## src/rtl/sadc_pkg.sv

```systemverilog
package sadc_pkg;

  localparam int DATA_BITS_DEF = 16;
  localparam int VALUE_W       = 16;
  localparam int CTRL_W        = 8;
  localparam int CNT_W         = 5;
  localparam int S_TDATA_W     = 8;
  localparam int M_TDATA_W     = 24;

  // start, odd, upper half, middle pair, unipolar, single-ended, 1, 0
  localparam logic [CTRL_W-1:0] CTRL_BASE = 8'h8E;

  typedef struct packed {
    logic       strobe_pin;
    logic       dout_pin;
    logic [2:0] channel;
    logic       start_req;
  } in_t;

  typedef struct packed {
    logic [VALUE_W-1:0] result_value;
    logic               result_valid;
    logic               busy_res;
    logic               clock_enable;
    logic               serial_clock;
    logic               serial_data_out;
    logic               chip_select;
  } out_t;

  localparam int IN_W  = $bits(in_t);
  localparam int OUT_W = $bits(out_t);

  function automatic logic [CTRL_W-1:0] control_word(input logic [2:0] ch);
    logic [CTRL_W-1:0] w;
    w    = CTRL_BASE;
    w[6] = ch[0];
    w[5] = ch[2];
    w[4] = ch[1];
    return w;
  endfunction

endpackage

```

## src/rtl/serial_adc_channel_reader.sv

```systemverilog
// Serial ADC channel reader: bit-banged master for an eight-channel serial ADC.
// Each slave word is one tick of pin activity: it carries the start request,
// the channel and the sampled dout and strobe pin levels. Each accepted word
// yields exactly one master word with the pin levels to drive for that tick
// (chip select, serial data, serial clock), the clock enable, a busy flag and,
// on the finish tick, result_valid with the sixteen-bit conversion value.
// A conversion shifts out an eight-bit control word (two ticks per bit), waits
// for the strobe pin, gives one clock pulse, then samples DATA_BITS data bits
// (two ticks per bit) MSB first.
// m_tvalid rises in the cycle after slave acceptance. Throughput is one word
// per cycle while the receiver takes each word; the single output register
// is refilled in the cycle it is taken. When the receiver stalls, s_tready
// drops until the output register is taken, and the sequencer holds its state.
// Reset clears the sequencer to idle, empties the output register and clears
// the armed register. cfg_we writes the armed register (clock_enable follows).
module serial_adc_channel_reader #(
  parameter int DATA_BITS = sadc_pkg::DATA_BITS_DEF
) (
  input  logic                             clk,
  input  logic                             rst,
  input  logic                             cfg_we,
  input  logic                             cfg_wdata,
  input  logic                             s_tvalid,
  output logic                             s_tready,
  // start_req, channel[2:0], dout_pin, strobe_pin, zero fill
  input  logic [sadc_pkg::S_TDATA_W-1:0]   s_tdata,
  output logic                             m_tvalid,
  input  logic                             m_tready,
  // chip_select, serial_data_out, serial_clock, clock_enable, busy_res,
  // result_valid, result_value[15:0], zero fill
  output logic [sadc_pkg::M_TDATA_W-1:0]   m_tdata
);

  logic           recorder_armed;
  logic           step;
  sadc_pkg::in_t  in_item;
  sadc_pkg::out_t out_item;
  sadc_pkg::out_t out_reg;

  assign s_tready = !m_tvalid || m_tready;
  assign step     = s_tvalid && s_tready;
  assign in_item  = sadc_pkg::in_t'(s_tdata[sadc_pkg::IN_W-1:0]);

  sadc_seq #(
    .DATA_BITS (DATA_BITS)
  ) u_seq (
    .clk            (clk),
    .rst            (rst),
    .step           (step),
    .in_item        (in_item),
    .recorder_armed (recorder_armed),
    .out_item       (out_item)
  );

  always_ff @(posedge clk) begin
    if (rst) begin
      recorder_armed <= 1'b0;
      m_tvalid       <= 1'b0;
    end else begin
      if (cfg_we) begin
        recorder_armed <= cfg_wdata;
      end
      if (step) begin
        m_tvalid <= 1'b1;
      end else if (m_tready) begin
        m_tvalid <= 1'b0;
      end
    end
  end

  always_ff @(posedge clk) begin
    if (step) begin
      out_reg <= out_item;
    end
  end

  assign m_tdata = {{(sadc_pkg::M_TDATA_W - sadc_pkg::OUT_W){1'b0}}, out_reg};

endmodule

```

## src/rtl/sadc_seq.sv

```systemverilog
module sadc_seq #(
  parameter int DATA_BITS = sadc_pkg::DATA_BITS_DEF
) (
  input  logic           clk,
  input  logic           rst,
  input  logic           step,
  input  sadc_pkg::in_t  in_item,
  input  logic           recorder_armed,
  output sadc_pkg::out_t out_item
);

  typedef enum logic [2:0] {
    PH_IDLE,
    PH_CMD,
    PH_WAIT,
    PH_PULSE,
    PH_DATA,
    PH_FINISH
  } phase_t;

  phase_t                               phase, phase_next;
  logic [sadc_pkg::CNT_W-1:0]           bit_counter, bit_counter_next;
  logic [sadc_pkg::CTRL_W-1:0]          control_shift, control_shift_next;
  logic [sadc_pkg::VALUE_W-1:0]         data_shift, data_shift_next;
  logic                                 clock_level, clock_level_next;
  logic [sadc_pkg::CNT_W-1:0]           counter_inc;

  assign counter_inc = bit_counter + sadc_pkg::CNT_W'(1);

  always_comb begin
    phase_next         = phase;
    bit_counter_next   = bit_counter;
    control_shift_next = control_shift;
    data_shift_next    = data_shift;
    clock_level_next   = clock_level;
    out_item                 = '0;
    out_item.chip_select     = 1'b1;
    out_item.clock_enable    = recorder_armed;
    unique case (phase)
      PH_CMD: begin
        out_item.chip_select     = 1'b0;
        out_item.serial_data_out = control_shift[sadc_pkg::CTRL_W-1];
        if (!clock_level) begin
          clock_level_next = 1'b1;
        end else begin
          out_item.serial_clock = 1'b1;
          clock_level_next      = 1'b0;
          control_shift_next    = {control_shift[sadc_pkg::CTRL_W-2:0], 1'b0};
          bit_counter_next      = counter_inc;
          if (counter_inc >= sadc_pkg::CNT_W'(sadc_pkg::CTRL_W)) begin
            phase_next = PH_WAIT;
          end
        end
      end
      PH_WAIT: begin
        if (in_item.strobe_pin) begin
          phase_next       = PH_PULSE;
          clock_level_next = 1'b0;
        end
      end
      PH_PULSE: begin
        out_item.chip_select = 1'b0;
        if (!clock_level) begin
          clock_level_next = 1'b1;
        end else begin
          out_item.serial_clock = 1'b1;
          clock_level_next      = 1'b0;
          bit_counter_next      = '0;
          data_shift_next       = '0;
          phase_next            = PH_DATA;
        end
      end
      PH_DATA: begin
        out_item.chip_select = 1'b0;
        if (!clock_level) begin
          data_shift_next  = {data_shift[sadc_pkg::VALUE_W-2:0], in_item.dout_pin};
          clock_level_next = 1'b1;
        end else begin
          out_item.serial_clock = 1'b1;
          clock_level_next      = 1'b0;
          bit_counter_next      = counter_inc;
          if (counter_inc >= sadc_pkg::CNT_W'(DATA_BITS)) begin
            phase_next = PH_FINISH;
          end
        end
      end
      PH_FINISH: begin
        out_item.result_valid = 1'b1;
        out_item.result_value = data_shift;
        phase_next            = PH_IDLE;
      end
      default: begin
        phase_next = PH_IDLE;
        if (in_item.start_req) begin
          control_shift_next   = sadc_pkg::control_word(in_item.channel);
          bit_counter_next     = '0;
          clock_level_next     = 1'b0;
          phase_next           = PH_CMD;
          out_item.chip_select = 1'b0;
        end
      end
    endcase
    out_item.busy_res = (phase_next != PH_IDLE);
  end

  always_ff @(posedge clk) begin
    if (rst) begin
      phase         <= PH_IDLE;
      bit_counter   <= '0;
      control_shift <= '0;
      data_shift    <= '0;
      clock_level   <= 1'b0;
    end else if (step) begin
      phase         <= phase_next;
      bit_counter   <= bit_counter_next;
      control_shift <= control_shift_next;
      data_shift    <= data_shift_next;
      clock_level   <= clock_level_next;
    end
  end

  a_valid_cs_high: assert property (@(posedge clk) disable iff (rst)
    out_item.result_valid |-> out_item.chip_select && !out_item.busy_res)
    else $error("result word without chip select high");

  a_sclk_cs_low: assert property (@(posedge clk) disable iff (rst)
    out_item.serial_clock |-> !out_item.chip_select)
    else $error("serial clock pulse with chip select high");

  a_finish_to_idle: assert property (@(posedge clk) disable iff (rst)
    (step && phase == PH_FINISH) |=> phase == PH_IDLE)
    else $error("finish did not return to idle");

  a_hold_no_step: assert property (@(posedge clk) disable iff (rst)
    !step |=> $stable(phase) && $stable(bit_counter) && $stable(data_shift))
    else $error("state moved without an accepted word");

endmodule

```

## config.mk

```make
export PLATFORM = sky130hd
export DESIGN_NAME = serial_adc_channel_reader
export DESIGN_NICKNAME = d
export VERILOG_FILES = /design/src/rtl/sadc_pkg.sv /design/src/rtl/serial_adc_channel_reader.sv /design/src/rtl/sadc_seq.sv
export SDC_FILE = /design/constraint.sdc
export NUM_CORES = 1
export LEC_CHECK = 0
export BUFFER_PORTS_ARGS = -buffer_cell sky130_fd_sc_hd__buf_2
export CAP_MARGIN = 20
export CORE_MARGIN = 5
export CORE_UTILIZATION = 53
export CTS_BUF_LIST = sky130_fd_sc_hd__clkbuf_2
export DETAILED_ROUTE_END_ITERATION = 10
export GPL_TIMING_DRIVEN = 1
export PLACE_DENSITY = 0.85
export SYNTH_ARGS = -nofsm -noshare
export SYNTH_HDL_FRONTEND = slang
export SYNTH_SLANG_ARGS = --single-unit
export TNS_END_PERCENT = 50
```

## constraint.sdc

```tcl
create_clock -name clk -period 2.07 [get_ports clk]
set_input_delay 0.207 -clock clk [delete_from_list [all_inputs] [get_ports clk]]
set_output_delay 0.207 -clock clk [all_outputs]
set_load 0.05 [all_outputs]
```

=== Yosys cells after proc, flatten, opt, wreduce, memory -nomap -nowiden ===
Index checks and enable logic that the tools add are counted.
Widths: inputs -> output; s select.

* Bits in writable memories: 0
* Word-level logic and storage cells: 75
* Memories kept: 0
* Memory bits (read-only): 0
* Register bits after elaboration: 57
* Latch bits: 0
* Output and inout bits: 26

* Multiply operators: 0
* Multiplexer cells: 28
* Reductions and logical operators: 17
* $lt $le $gt $ge: 2
* Bitwise gates (word level): 3
* Shift operators: 0
* $add $sub $neg: 1
* Equality and inequality tests: 10
* Div/mod/pow operators: 0

{| class="wikitable"
|+ Operator list
! operator !! number
|-
| $mux 16 || 2
|-
| $pmux 16 s2 || 1
|-
| $mux 3 || 6
|-
| $mux 8 || 2
|-
| $pmux 8 s2 || 1
|-
| $mux 5 || 3
|-
| $pmux 3 s5 || 1
|-
| $pmux 5 s3 || 1
|-
| $reduce_and 4->1 || 3
|-
| $mux 1 || 9
|-
| $reduce_bool 3->1 || 3
|-
| $eq 3x2->1 const B || 2
|-
| $eq 3x3->1 const B || 2
|-
| $ne 2x1->1 const B || 3
|-
| $reduce_bool 2->1 || 3
|-
| $add 5x1->5 const B || 1
|-
| $ge 5x4->1 const B || 1
|-
| $ge 5x5->1 const B || 1
|-
| $reduce_and 5->1 || 1
|-
| $ne 2x2->1 const B || 2
|-
| $reduce_or 2->1 || 2
|-
| $reduce_or 4->1 || 1
|-
| $eq 3x1->1 const B || 1
|-
| $not 1->1 || 3
|-
| other kinds (6) || 6
|}

=== Logic depth before layout (Yosys ltp) ===
* Word-level depth: 6
* Mapped depth: 7
* Depth with buffers taken out: 6

=== Modules after synthesis ===
Synthesis repeated with hierarchy kept, for this count alone.

* Cells, all modules: 257
* Area total of the unflattened synthesis: 2631.3 µm²

{| class="wikitable"
|+ Modules (own cells, without submodules)
! module !! sequential area each (µm²) !! times used !! cells an instance !! area an instance (µm²)
|-
| sadc_seq || 640.6 || 1 || 224 || 1863.0
|-
| serial_adc_channel_reader || 700.7 || 1 || 33 || 768.2
|}

=== Worst setup path before layout ===
No wires, ideal clock.

* Kind: reg2reg
* From: reg m_tvalid
* To: reg u_seq.control_shift[6] (netlist bit)
* Library setup time: 0.091 ns
* Setup slack: -0.638 ns
* Arrival time: 2.617 ns
* Period minus slack after synthesis: 2.708 ns
* Stages on the path, launching flop included: 8
* Path buffers: 1
* Path through: dfxtp_1 > nor2b_1 > inv_1 > nand2_1 > inv_1 > clkbuf_1 > a21oi_1 > a311oi_1

* Cells in the longest elaborated chain, start to end: 4

{| class="wikitable"
|+ Ends and longest elaborated chain
! element !! line !! text
|-
| start, declared || serial_adc_channel_reader.sv:27 || <nowiki>output logic m_tvalid,</nowiki>
|-
| start signal, assigned || serial_adc_channel_reader.sv:58 || <nowiki>m_tvalid <= 1'b0;</nowiki>
|-
| start signal, assigned || serial_adc_channel_reader.sv:64 || <nowiki>m_tvalid <= 1'b1;</nowiki>
|-
| start signal, assigned || serial_adc_channel_reader.sv:66 || <nowiki>m_tvalid <= 1'b0;</nowiki>
|-
| $logic_not 1->1 || serial_adc_channel_reader.sv:40 || <nowiki>assign s_tready = !m_tvalid || m_tready;</nowiki>
|-
| $logic_or 1x1->1 || serial_adc_channel_reader.sv:40 ||
|-
| net s_tready || serial_adc_channel_reader.sv:24 || <nowiki>output logic s_tready,</nowiki>
|-
| $logic_and 1x1->1 || serial_adc_channel_reader.sv:41 || <nowiki>assign step = s_tvalid && s_tready;</nowiki>
|-
| net step || serial_adc_channel_reader.sv:35 || <nowiki>logic step;</nowiki>
|-
| $reduce_and 4->1 (no line) || n/a ||
|-
| end signal, assigned || sadc_seq.sv:116 || <nowiki>control_shift <= control_shift_next;</nowiki>
|-
| end, declared || sadc_seq.sv:23 || <nowiki>logic [sadc_pkg::CTRL_W-1:0] control_shift, control_shift_next;</nowiki>
|}

The timed path passes the listed nets, and every way through them passes these cells.
A chain may end at the register's enable or synchronous reset.

=== Worst setup path in the final report ===
* From: reg u_seq.phase[2]
* To: reg u_seq.bit_counter[1] (netlist bit)

* Cells in the longest elaborated chain, start to end: 4

{| class="wikitable"
|+ Ends and longest elaborated chain
! element !! line !! text
|-
| start, declared || sadc_seq.sv:21 || <nowiki>phase_t phase, phase_next;</nowiki>
|-
| start signal, assigned || sadc_seq.sv:114 || <nowiki>phase <= phase_next;</nowiki>
|-
| $eq 3x1->1, or another cell as far along || sadc_seq.sv:39 || <nowiki>unique case (phase)</nowiki>
|-
| $reduce_or 2->1 (no line) || n/a ||
|-
| $ne 2x1->1 (no line), or another cell as far along || n/a ||
|-
| $reduce_and 5->1 (no line) || n/a ||
|-
| end signal, assigned || sadc_seq.sv:115 || <nowiki>bit_counter <= bit_counter_next;</nowiki>
|-
| end, declared || sadc_seq.sv:22 || <nowiki>logic [sadc_pkg::CNT_W-1:0] bit_counter, bit_counter_next;</nowiki>
|}

Several ways; a longest one is shown, not always the timed one.

==> qor.txt <==
Outcome = finished, final reports clean
Share of layout cells above drive strength 1 = 20.9%
Worst path top cell family by delay = compound AO/OA/AOI/OAI gates
DR WL/cell = 13.4 microns
Worst path slowest cell = dfxtp_1
Area delta synth->final = 12.7%
Synthesized area = 2580 sq um
CTS sink cnt = 56
Core Area = 4720 sq um
Die height = 79.8 microns
Pint = 0.00136 W
DRT antenna net count = 0
Die W = 79.8 microns
Tcrit/Tclk final = 89.9%
GRT overflow = 0
Kind of critical path = reg -> reg
Largest net degree at the start of global routing = 37
Critical-path maximum fanout = 15
Drt first pass iters = 4
GP Congestion = 0.864
Cell row count = 25
Crit path cell chain = buf_4 -> nor3b_2 -> o21ai_0 -> a21oi_1 -> mux2i_1
Clk slew on worst S/H paths = 280 ps
Detailed Route WL = 4880 microns
Worst EP required = 2480 ps
Residual DRC = 0
Crit. End Element = flop
Worst path max stage delay = 460 ps
Finished Cell Area = 2910 sq um
Psw = 0.000563 W
Worst clock skew = 34.0 ps
Pwr per Cell Area = 660 nW/um^2
Worst Path Arrival = 2270 ps
Startpoint types = flop
Worst-Margin Slew = 773 ps
Hold WC Path Type = in -> reg
I/O Buffers = 35
Switching Share = 29.3%
Achievable Freq = 538 MHz
Post-Syn Area per Cell = 9.82 sq um
Diode count = 0
Final setup TNS = 0 ps
Maximum VDD drop = 0.412 mV
Max-slew headroom = 48.3%
Max clock buf depth = 2
Setup violators final = 0
Total power = 0.00192 W
Synth warn = 0
Antenna violations before repair = 0
Clock share of power = 23.6%
Seq pwr share = 62.4%
Pleak = 1.08 nW
DR vias = 1934
H-tree lvl count = 2
Clk root buf = clkbuf_2
GRT Util Overall = 16.4%
Register area share after synthesis = 51.9%
Max-cap violation count = 0
Clock latency on the worst-skew pair = 470 ps
CTS Buf Count = 5
First-pass GRT wire length = 8230 microns
DP HPWL = 3420 microns
#FFs+latches synth = 56
RSZ-0062 raised after global routing = false
WP buf/inv = 1
Ys async rst share = 0%
Pre-CTS setup slack = 240 ps
TritonCTS clock tree = done
Combinational fraction of design power = 14.0%
Synth Flop Type = dfxtp_1
Synth cell types = 45
EDFF count, synth = 22
Final Slew Violations = 0
Min cycle time layout = 1860 ps
Final #Nets = 312
# IOs = 40
Die area = 6370 sq um
Hold Vio Cnt, Final = 0
Cells after Synth = 263
Starting density of the core = 54.7%
Initial DRC count = 128
Post-DP Area = 2820 sq um
Vias in the first global route = 1892
DR vias/cell = 5.31
Setup bufs post-CTS = 0
Post-route setup slack = 210 ps
-- synth_stat cells, types with 3 or more instances --
cell type | number | area, sq um
clkbuf_1 | 9 | 33.8
mux2i_1 | 6 | 60.1
o21ai_0 | 6 | 30.0
inv_1 | 11 | 41.3
nor2_1 | 12 | 45.0
buf_6 | 3 | 33.8
edfxtp_1 | 22 | 661
dfxtp_1 | 34 | 681
a21oi_1 | 34 | 170
nor3_1 | 8 | 40.0
and2_1 | 19 | 119
nand3_1 | 20 | 100
buf_2 | 7 | 35.0
nand2_1 | 6 | 22.5
a311oi_1 | 7 | 61.3
nand2b_1 | 23 | 144
o31ai_1 | 3 | 22.5
-- per-stage QoR --
step	util [%]	instances	hold slack (ps)
2_1_floorplan	-	264	354
3_3_place_gp	59.8	352	417
3_5_place_dp	59.8	352	428
4_1_cts	61.7	364	29.9
5_1_grt	61.7	364	25.1
6_report	61.7	364	53.1
-- cell families (layout without fill, tap and decap cells) --
kind of cell,after synthesis,in the layout,synth area share [%]
compound gates,60,60,14.7
xor+xnor,2,2,0.678
fa+ha+maj,2,2,0.968
buf+inv,34,67,6.44
flops,56,56,51.9
mux,7,7,2.76
other cells,1,2,0.145
simple gates,101,101,22.4
-- tightest hold or removal path, stage by stage --
cell and delay (ps):
buf_2 90, mux2i_1 110, a311oi_1 100
-- registers in the layout, indices dropped and copies added (netlist names) --
signal	count
recorder_armed	1
u_seq.control_shift	7
m_tvalid	1
u_seq.clock_level	1
m_tdata	22
u_seq.bit_counter	5
u_seq.data_shift	16
u_seq.phase	3
-- power groups by stage --
stage	Sequential (W)	Combinational (W)	Clock, W
after floorplan	0.00130	0.000120	0
after global placement	0.00122	0.000258	0
after detailed placement	0.00122	0.000265	0
after CTS	0.00120	0.000272	0.000466
after global routing	0.00120	0.000290	0.000517
final	0.00120	0.000270	0.000453
-- routing by layer --
layer,vias to the layer above,GRT usage (%),wire (microns)
li1,987,-,-
met3,7,2.71,225
met5,-,0,0
met2,43,28.9,2490
met4,0,7.60,87
met1,897,19.3,2080
-- cell type report --
cell class / instances / area [sq um]
Fill cell: 383 / 1810
Tap cell: 67 / 83.8
Clock buffer: 5 / 25.0
Timing Repair Buffer: 48 / 308
Sequential cell: 56 / 1340
Inverter: 11 / 41.3
Clock inverter: 3 / 25.0
Multi-Input combinational cell: 174 / 1090
-- worst paths after layout --
| kind | start | cells after the start | end | slack [ps] |
|---|---|---|---|---|
| max | u_seq.phase[2]$_SDFFE_PP0P_ | 5 | u_seq.bit_counter[1]$_SDFFE_PP0P_ | 210 |
| min | s_tdata[3] | 3 | u_seq.control_shift[5]$_SDFFE_PP0P_ | 50 |
| max reg2reg | u_seq.phase[2]$_SDFFE_PP0P_ | 5 | u_seq.bit_counter[1]$_SDFFE_PP0P_ | 210 |
| min reg2reg | u_seq.data_shift[0]$_SDFFE_PP0P_ | 2 | u_seq.data_shift[1]$_SDFFE_PP0P_ | 460 |
-- what timing repair did --
action | in CTS | in global routing
resized for setup | 0 | 0
hold endpoints to repair | 3 | 0
hold buffers | 4 | 0
-- cell usage in the layout, fill, tap and decap left out, types with 7 or more instances in the layout --
master,n
buf_2,35
a311oi_1,7
edfxtp_1,22
nor2_1,12
a21oi_1,34
dfxtp_1,33
nand2b_1,23
nand3_1,20
inv_1,10
and2_1,19
buf_4,7
nor3_1,8
(Power assumes the default switching activity.)
